<file path="src/hw/rtl/qst_pkg.sv">
// Package for the query string tokenizer: size limits, parser phase codes,
// result kinds and the result record type. Depends on nothing.
package qst_pkg;

    localparam int MAX_PAIRS = 64;
    localparam int MAX_LEN   = 4096;

    localparam int BYTE_W  = 8;
    localparam int LIMIT_W = 7;
    localparam int START_W = 12;
    localparam int LEN_W   = 13;
    localparam int COUNT_W = 7;
    localparam int KIND_W  = 2;
    localparam int DATA_W  = 40;
    localparam int SLOTS   = 3;

    localparam logic [BYTE_W-1:0]  CHAR_EQ  = 8'h3D;
    localparam logic [BYTE_W-1:0]  CHAR_AMP = 8'h26;
    localparam logic [LIMIT_W-1:0] LIMIT_RESET = 7'd64;

    localparam logic [KIND_W-1:0] KIND_KEY     = 2'd0;
    localparam logic [KIND_W-1:0] KIND_VALUE   = 2'd1;
    localparam logic [KIND_W-1:0] KIND_SUMMARY = 2'd2;

    typedef enum logic [3:0] {
        PH_KEY_START   = 4'b0001,
        PH_KEY         = 4'b0010,
        PH_VALUE_START = 4'b0100,
        PH_VALUE       = 4'b1000
    } phase_t;

    typedef struct packed {
        logic [KIND_W-1:0]  kind;
        logic [START_W-1:0] span_start;
        logic [LEN_W-1:0]   span_length;
        logic               present;
        logic [COUNT_W-1:0] pair_count;
        logic               status;
    } result_t;

    function automatic result_t make_result(
        input logic [KIND_W-1:0]  kind,
        input logic [START_W-1:0] span_start,
        input logic [LEN_W-1:0]   span_length,
        input logic               present,
        input logic [COUNT_W-1:0] pair_count,
        input logic               status
    );
        result_t r;
        r.kind        = kind;
        r.span_start  = span_start;
        r.span_length = span_length;
        r.present     = present;
        r.pair_count  = pair_count;
        r.status      = status;
        return r;
    endfunction

endpackage

</file>
<file path="src/hw/rtl/query_string_tokenizer.sv">
// Top level of the query string tokenizer: parses key=value&key=value bytes
// into key and value spans and an end-of-string summary. Depends on qst_pkg.

// One byte is taken per cycle. A byte that gives no result leaves the input
// ready in the next cycle; a byte that gives a single result does so when the
// receiver takes that result in that cycle. A byte that gives two or three
// results (a key closed by '&', the end of the string, or a pair limit
// overflow) holds the input while its results leave the three-slot result
// buffer at one item per cycle as the receiver takes them. A receiver that
// holds off stalls the input for as long as a result waits. The parse of a
// byte is done in the cycle it is accepted and lands directly in that
// buffer, so results appear in the cycle after their byte at the earliest.
module query_string_tokenizer (
    input  logic                      clk,
    input  logic                      rst_n,
    input  logic                      cfg_wen,
    input  logic [qst_pkg::LIMIT_W-1:0] cfg_wdata,   // pair_limit
    input  logic                      s_tvalid,
    output logic                      s_tready,
    input  logic [qst_pkg::BYTE_W-1:0]  s_tdata,     // byte_in[7:0]
    input  logic                      s_tlast,       // final_byte
    output logic                      m_tvalid,
    input  logic                      m_tready,
    // span_start[11:0], span_length[24:12], present[25], pair_count[32:26],
    // status[33], zero fill[39:34]
    output logic [qst_pkg::DATA_W-1:0]  m_tdata,
    output logic [qst_pkg::KIND_W-1:0]  m_tuser,     // kind[1:0]
    output logic                      m_tlast        // last
);
    import qst_pkg::*;

    localparam int EW = $clog2(2 * MAX_PAIRS + 1);
    localparam int PW = $clog2(MAX_LEN + 1);
    localparam int TW = $clog2(MAX_LEN);
    localparam int LW = EW + LIMIT_W;

    logic [LIMIT_W-1:0] pair_limit_reg;
    phase_t             phase_reg, phase_next;
    logic [PW-1:0]      position_reg, position_next;
    logic [TW-1:0]      begin_reg, begin_next;
    logic [EW-1:0]      entry_reg, entry_next;
    logic               stopped_reg, stopped_next;

    result_t            slot_reg [SLOTS];
    result_t            slot_new [SLOTS];
    logic [1:0]         count_reg, count_new;

    logic               in_fire, out_fire, sep, over;
    logic [LW-1:0]      limit_eff;
    logic [TW-1:0]      begin_clamped;
    result_t            absent_r;

    assign sep      = (s_tdata == CHAR_EQ) || (s_tdata == CHAR_AMP);
    assign in_fire  = s_tvalid && s_tready;
    assign out_fire = m_tvalid && m_tready;
    assign s_tready = (count_reg == 2'd0) || ((count_reg == 2'd1) && m_tready);

    assign begin_clamped = (position_reg < PW'(MAX_LEN)) ? TW'(position_reg)
                                                         : TW'(MAX_LEN - 1);

    always_comb
    begin
        limit_eff = LW'(pair_limit_reg);
        if (limit_eff == '0)
        begin
            limit_eff = LW'(1);
        end
        else if (limit_eff > LW'(MAX_PAIRS))
        begin
            limit_eff = LW'(MAX_PAIRS);
        end
    end

    always_comb
    begin
        phase_next    = phase_reg;
        position_next = position_reg;
        begin_next    = begin_reg;
        entry_next    = entry_reg;
        stopped_next  = stopped_reg;
        over          = 1'b0;
        count_new     = 2'd0;
        for (int i = 0; i < SLOTS; i++)
        begin
            slot_new[i] = '0;
        end
        absent_r = '0;

        if (stopped_reg)
        begin
            if (s_tlast)
            begin
                stopped_next  = 1'b0;
                phase_next    = PH_KEY_START;
                position_next = '0;
                begin_next    = '0;
                entry_next    = '0;
            end
        end
        else
        begin
            unique case (phase_reg)
                PH_KEY_START:
                begin
                    if (!sep)
                    begin
                        begin_next = begin_clamped;
                        phase_next = PH_KEY;
                    end
                end
                PH_KEY:
                begin
                    if (sep)
                    begin
                        entry_next = entry_next + EW'(1);
                        slot_new[count_new] = make_result(KIND_KEY, START_W'(begin_reg),
                            LEN_W'(position_reg - PW'(begin_reg)), 1'b1,
                            COUNT_W'(entry_next[EW-1:1]), 1'b0);
                        count_new = count_new + 2'd1;
                        if (s_tdata == CHAR_EQ)
                        begin
                            phase_next = PH_VALUE_START;
                        end
                        else
                        begin
                            entry_next = entry_next + EW'(1);
                            absent_r = '0;
                            absent_r.kind = KIND_VALUE;
                            absent_r.pair_count = COUNT_W'(entry_next[EW-1:1]);
                            slot_new[count_new] = absent_r;
                            count_new = count_new + 2'd1;
                            over = LW'(entry_next[EW-1:1]) >= limit_eff;
                            phase_next = PH_KEY_START;
                        end
                    end
                end
                PH_VALUE_START:
                begin
                    if (sep)
                    begin
                        entry_next = entry_next + EW'(1);
                        absent_r = '0;
                        absent_r.kind = KIND_VALUE;
                        absent_r.pair_count = COUNT_W'(entry_next[EW-1:1]);
                        slot_new[count_new] = absent_r;
                        count_new = count_new + 2'd1;
                        over = LW'(entry_next[EW-1:1]) >= limit_eff;
                        phase_next = PH_KEY_START;
                    end
                    else
                    begin
                        begin_next = begin_clamped;
                        phase_next = PH_VALUE;
                    end
                end
                PH_VALUE:
                begin
                    if (s_tdata == CHAR_AMP)
                    begin
                        entry_next = entry_next + EW'(1);
                        slot_new[count_new] = make_result(KIND_VALUE, START_W'(begin_reg),
                            LEN_W'(position_reg - PW'(begin_reg)), 1'b1,
                            COUNT_W'(entry_next[EW-1:1]), 1'b0);
                        count_new = count_new + 2'd1;
                        over = LW'(entry_next[EW-1:1]) >= limit_eff;
                        phase_next = PH_KEY_START;
                    end
                end
                default:
                begin
                    phase_next = PH_KEY_START;
                end
            endcase

            position_next = (position_reg < PW'(MAX_LEN)) ? position_reg + PW'(1)
                                                          : PW'(MAX_LEN);

            if (over || s_tlast)
            begin
                if (!over)
                begin
                    unique case (phase_next)
                        PH_KEY:
                        begin
                            entry_next = entry_next + EW'(1);
                            slot_new[count_new] = make_result(KIND_KEY,
                                START_W'(begin_next),
                                LEN_W'(position_next - PW'(begin_next)), 1'b1,
                                COUNT_W'(entry_next[EW-1:1]), 1'b0);
                            count_new = count_new + 2'd1;
                            entry_next = entry_next + EW'(1);
                            absent_r = '0;
                            absent_r.kind = KIND_VALUE;
                            absent_r.pair_count = COUNT_W'(entry_next[EW-1:1]);
                            slot_new[count_new] = absent_r;
                            count_new = count_new + 2'd1;
                        end
                        PH_VALUE_START:
                        begin
                            entry_next = entry_next + EW'(1);
                            absent_r = '0;
                            absent_r.kind = KIND_VALUE;
                            absent_r.pair_count = COUNT_W'(entry_next[EW-1:1]);
                            slot_new[count_new] = absent_r;
                            count_new = count_new + 2'd1;
                        end
                        PH_VALUE:
                        begin
                            entry_next = entry_next + EW'(1);
                            slot_new[count_new] = make_result(KIND_VALUE,
                                START_W'(begin_next),
                                LEN_W'(position_next - PW'(begin_next)), 1'b1,
                                COUNT_W'(entry_next[EW-1:1]), 1'b0);
                            count_new = count_new + 2'd1;
                        end
                        default:
                        begin
                        end
                    endcase
                end
                slot_new[count_new] = make_result(KIND_SUMMARY, '0, '0, 1'b0,
                    COUNT_W'(entry_next[EW-1:1]), over);
                count_new = count_new + 2'd1;
                stopped_next  = over && !s_tlast;
                phase_next    = PH_KEY_START;
                position_next = '0;
                begin_next    = '0;
                entry_next    = '0;
            end
        end
    end

    always_ff @(posedge clk or negedge rst_n)
    begin
        if (!rst_n)
        begin
            pair_limit_reg <= LIMIT_RESET;
            phase_reg      <= PH_KEY_START;
            position_reg   <= '0;
            begin_reg      <= '0;
            entry_reg      <= '0;
            stopped_reg    <= 1'b0;
            count_reg      <= 2'd0;
        end
        else
        begin
            if (cfg_wen)
            begin
                pair_limit_reg <= cfg_wdata;
            end
            if (in_fire)
            begin
                phase_reg    <= phase_next;
                position_reg <= position_next;
                begin_reg    <= begin_next;
                entry_reg    <= entry_next;
                stopped_reg  <= stopped_next;
                count_reg    <= count_new;
            end
            else if (out_fire)
            begin
                count_reg <= count_reg - 2'd1;
            end
        end
    end

    always_ff @(posedge clk)
    begin
        if (in_fire)
        begin
            for (int i = 0; i < SLOTS; i++)
            begin
                slot_reg[i] <= slot_new[i];
            end
        end
        else if (out_fire)
        begin
            for (int i = 0; i < SLOTS - 1; i++)
            begin
                slot_reg[i] <= slot_reg[i + 1];
            end
        end
    end

    assign m_tvalid = (count_reg != 2'd0);
    assign m_tlast  = (count_reg == 2'd1);
    assign m_tuser  = slot_reg[0].kind;
    assign m_tdata  = {6'b0, slot_reg[0].status, slot_reg[0].pair_count,
                       slot_reg[0].present, slot_reg[0].span_length,
                       slot_reg[0].span_start};

endmodule
</file>
<file path="config.mk">
export PLATFORM = sky130hd
export DESIGN_NAME = query_string_tokenizer
export DESIGN_NICKNAME = d
export VERILOG_FILES = /design/src/hw/rtl/qst_pkg.sv /design/src/hw/rtl/query_string_tokenizer.sv
export SDC_FILE = /design/constraint.sdc
export NUM_CORES = 1
export LEC_CHECK = 0
export BUFFER_PORTS_ARGS = -buffer_cell sky130_fd_sc_hd__buf_4
export CORE_MARGIN = 4
export CORE_UTILIZATION = 47
export CTS_BUF_LIST = sky130_fd_sc_hd__clkbuf_16
export CTS_CLUSTER_SIZE = 28
export DETAILED_ROUTE_END_ITERATION = 16
export GPL_TIMING_DRIVEN = 0
export PLACE_DENSITY = 0.68
export SYNTH_ARGS = -nofsm -noshare
export SYNTH_HDL_FRONTEND = slang
export SYNTH_SLANG_ARGS = --single-unit
</file>
<file path="constraint.sdc">
create_clock -name clk -period 4.97 [get_ports clk]
set_input_delay 0.2485 -clock clk [delete_from_list [all_inputs] [get_ports clk]]
set_output_delay 0.2485 -clock clk [all_outputs]
set_load 0.05 [all_outputs]
</file>
* Word level (Yosys, flattened, before mapping)
Memory sizes are Yosys's and may differ from the RTL's.
Cells that the tools add are included.
** Word-level totals
- Logic and storage cells :: 154
- Input port bits :: 21
- Register bits after elaboration :: 47
- Output and inout port bits :: 45
- Memory bits (writable) :: 108
- Memories kept :: 1
** Operators by class
- Bitwise logic cells :: 5
- Add/subtract/negate cells :: 11
- Magnitude comparators :: 10
- Muxes and demuxes :: 91
- Reductions and logical operators :: 18
- Equality and inequality tests :: 11
** Memories
- slot_reg :: depth 3, bits a word 36, read ports 3, clocked after memory_dff 0, write ports 3, line query_string_tokenizer.sv:44 : result_t slot_reg [SLOTS];
** Operators by type and width (count)
- 108-bit bitwise mux :: 5
- 108-bit two-way mux :: 5
- 108-bit one-hot mux with 3 select lines :: 1
- 36-bit two-way mux :: 8
- 36-bit demux with 2-bit select :: 3
- 36-bit one-hot mux with 3 select lines :: 1
- 35-bit two-way mux :: 3
- 8-bit two-way mux :: 11
- 12-bit two-way mux :: 7
- 70-bit two-way mux :: 1
- 13-bit two-way mux :: 4
- 8-bit by 1-bit adder with 8-bit output (second input constant) :: 4
- 4-bit two-way mux :: 8
- 7-bit by 15-bit >= comparator with 1-bit output :: 2
- 13-bit by 12-bit subtractor with 13-bit output :: 2
- 8-bit one-hot mux with 3 select lines :: 1
- 2-bit two-way mux :: 10
- 8-bit by 6-bit equality test with 1-bit output (second input constant) :: 2
- 4-bit one-hot mux with 4 select lines :: 1
- 8-bit one-hot mux with 2 select lines :: 1
- 1-bit two-way mux :: 15
- 15-bit two-way mux :: 1
- 13-bit by 1-bit adder with 13-bit output (second input constant) :: 1
- 13-bit less-than comparator (second input constant) :: 1
- 26 further kinds :: 48

* Logic depth before layout (Yosys ltp)
- Word-level depth :: 20
- Gate-level depth with buffers :: 23
- Mapped depth without buffers :: 20

* Worst setup path before layout
OpenSTA, ideal clock, no wires.
- Path type :: input to register
- Start point :: in s_tdata[6] in the netlist's numbering
- End point :: mem slot_reg[0][21] in the netlist's numbering, data pin
- Buffers on the path :: 3
- Data required time :: 4708 ps
- Setup time :: 262 ps
- Arrival time :: 4399 ps
- Path slack :: 310 ps
- Stages :: 22
- Cell sequence :: nand4bb_1 > clkbuf_1 > a21oi_2 > buf_2 > nor4_1 > clkbuf_1 > o21ai_0 > inv_1 > ha_1 > inv_1 > fa_1 > a21o_1 > a21oi_1 > o21ai_0 > a21oi_1 > nor2b_1 > o21a_1 > o31a_1 > o41ai_1 > xnor2_1 > a221oi_1 > nor2_1
** RTL lines
- start, declared :: line query_string_tokenizer.sv:20 : input logic [qst_pkg::BYTE_W-1:0] s_tdata,
- end, declared :: line query_string_tokenizer.sv:44

==> impl_metrics.env <==
export IMPL_status="completed"
export IMPL_ant_nets=0
export IMPL_synth_edf_count=108
export IMPL_period_share=0.957
export IMPL_clk_path_buf_depth=2
export IMPL_cp_start_kind="flop"
export IMPL_drc=0
export IMPL_grt_antenna_before_repair=0
export IMPL_drt_iter0_drc=1325
export IMPL_path_buf_inv=4
export IMPL_nNetsFinal=1377
export IMPL_num_rows=55
export IMPL_setup_viol=0
export IMPL_grt_max_degree=74
export IMPL_start_util=0.480
export IMPL_dp_slack_ns=-0.899
export IMPL_period_minus_slack_ns=4.75
export IMPL_fin_skew_ns=0.0193
export IMPL_ys_warn_count=0
export IMPL_syn_area_um2=10900
export IMPL_yosysUniqueCellTypes=101
export IMPL_seq_area_frac_synth=0.404
export IMPL_ir_drop_uv=405
export IMPL_place_area_um2=11800
export IMPL_worstMarginPinSlew_ns=1.38
export IMPL_die_w_um=161
export IMPL_synth_area_leaders="edfxtp_1, dfrtp_1, o21ai_0"
export IMPL_hp_class="input port to flop"
export IMPL_cp_cell_sequence="clkbuf_4, xnor2_1, nor4_4, buf_4, o21ai_1, inv_1, ha_1, inv_1, fa_1, a21o_1, a21oi_1, o21ai_0, a21oi_2, nor2b_1, o21a_1, o31a_1, nor2_1, xor2_2, o21ai_0, a32o_1"
export IMPL_io_buffer_count=58
export IMPL_hold_violations=0
export IMPL_cp_required_ns=5.15
export IMPL_drive_gt1_frac=0.168
export IMPL_vias=9835
export IMPL_crit_arrival_ns=4.94
export IMPL_grt_overflow_total=0
export IMPL_slowest_delay_ns=0.54
export IMPL_fillers=2053
export IMPL_via_per_inst=6.05
export IMPL_synth_flop_cell="edfxtp_1"
export IMPL_synth_top_cells_by_count="o21ai_0, nand2_1, nor2_1"
export IMPL_cts_root_buf="clkbuf_16"
export IMPL_critical_path_endpoint_type="flop"
export IMPL_fp_coreArea_um2=22800
export IMPL_p_per_area_nw_per_um2=622
export IMPL_first_pass_iters=6
export IMPL_relSlewSlack=0.0747
export IMPL_finalWorstSetupSlack_ns=0.215
export IMPL_syn2layout_area_growth_pct=15.3
export IMPL_rsz0062_at_grt="true"
export IMPL_yosysMostFrequentCell="o21ai_0"
export IMPL_clkLatencyLatePin_ns=0.43
export IMPL_grt_pass1_wl_um=51500
export IMPL_grtUsageTotal=0.252
export IMPL_yosys_area_top_type_share=0.297
export IMPL_max_freq_ghz=0.210
export IMPL_die_height_um=161
export IMPL_gp_congestion=0.948
export IMPL_antenna_cells=0
export IMPL_synth_top_area_cell="edfxtp_1"
export IMPL_cts_htree_levels=4
export IMPL_dieArea_um2=25800
export IMPL_place_hpwl_um=24500
export IMPL_synthCells=1210
export IMPL_total_power_mw=7.84
export IMPL_design_area_um2=12600
export IMPL_slowest_stage="dfstp_2"
export IMPL_cts_tree="done"
export IMPL_path_class="flop to flop"
export IMPL_largest_register_ffs=108
export IMPL_routed_wl_um=33000
export IMPL_path_max_fanout=10
export IMPL_crit_family="compound AO/OA/AOI/OAI gates"
export IMPL_cts_buffers=17
export IMPL_setup_tns_ns=0
export IMPL_async_reset_ff_frac=0.303
export IMPL_first_global_vias=8986
export IMPL_routedWlPerCell_um=20.3
export IMPL_path_clk_slew_ns=0.09
export IMPL_io_pins=66
export IMPL_maxSlewViolCount=0
export IMPL_max_cap_viol_count=0
export IMPL_leakage_nw=5.01
export IMPL_avgSynthCellArea_um2=9.04
export IMPL_cts_sinks=155
export IMPL_ys_ff_latch=155
==> kinds of logic after synthesis <==
group           share of synthesized area
fa+ha+maj                          0.0666
flops                               0.404
simple gates                        0.165
compound gates                      0.235
buf+inv                            0.0747
mux                               0.00916
xor+xnor                           0.0451
other cells                      0.000343
==> metrics by stage <==
step,util,hold WS [ns],cells
final,0.553,0.0192,1625
after global routing,0.553,0.00953,1625
after global placement,0.517,0.327,1586
after detailed placement,0.520,0.329,1588
after floorplan,-,-0.0471,1215
after CTS,0.549,0.00669,1621
==> layout make-up <==
| class | instances | area, µm² | area share |
|---|---|---|---|
| multi-input combinational | 894 | 5820 | 0.462 |
| sequential | 155 | 4420 | 0.351 |
| buffer | 110 | 623 | 0.0494 |
| timing repair buffer | 65 | 531 | 0.0421 |
| clock buffer | 17 | 425 | 0.0338 |
| tap | 313 | 392 | 0.0311 |
| inverter | 56 | 211 | 0.0168 |
| clock inverter | 15 | 183 | 0.0145 |
==> final timing paths <==
| kind | startpoint | to | slack (ns) | cells past startpoint |
|---|---|---|---|---|
| worst max-delay path | phase_reg[0] | slot_reg[0][19] | 0.22 | 20 |
| worst min-delay path | cfg_wdata[6] | pair_limit_reg[6] | 0.02 | 3 |
| max in group asynchronous | rst_n | stopped_reg | 4.13 | 2 |
| worst max register to register | phase_reg[0] | slot_reg[0][19] | 0.22 | 20 |
| worst min register to register | count_reg[1] | count_reg[1] | 0.52 | 1 |
| min in group asynchronous | rst_n | position_reg[6] | 0.39 | 2 |
==> timing repair <==
item,4_1_cts,5_1_grt
endpoints found under the setup margin,134,118
endpoints found under the hold margin,45,0
pin swaps,0,4
gates resized for setup,14,25
hold buffers,1,0
setup buffers,0,4
==> cell usage in the layout (no fill, tap or decap), types with 5 or more instances in the layout <==
cell	instances
o21ai_0	161
nand2_1	129
nor2_1	124
edfxtp_1	108
buf_4	107
a21oi_1	62
ha_1	55
inv_1	51
dfrtp_1	45
clkbuf_1	44
a22o_1	28
nor3_1	22
xnor2_1	22
xor2_1	17
a32o_1	17
clkbuf_16	17
nand3_1	16
o21a_1	9
o22ai_1	9
a21o_1	9
o31ai_1	9
or3_1	8
and2_1	8
nand2b_1	8
nor2b_1	8
clkbuf_2	7
a211oi_1	7
mux2_2	7
xnor2_2	6
a31oi_1	6
a22oi_1	6
conb_1	6
inv_8	6
buf_2	5
nand4_1	5
o21ai_1	5
buf_1	5
nor4_1	5
a221oi_1	5
==> power by group <==
part / switching, mW / internal [mW]
clock network: 0.666 / 0.687
logic: 2.93 / 1.47
registers: 0.184 / 1.91
==> worst min-delay path: stages <==
cell	delay, ns
buf_4	0.08
nand2_1	0.04
o21ai_0	0.06
==> routing by layer <==
layer / track usage / part of all wire / vias up
met5: 0 / 0 / -
met4: 0.0540 / 0.013 / 0
met3: 0.0475 / 0.12 / 38
met2: 0.359 / 0.42 / 579
met1: 0.395 / 0.45 / 4663
li1: - / - / 4555
Power figures use the tool's default switching activity.
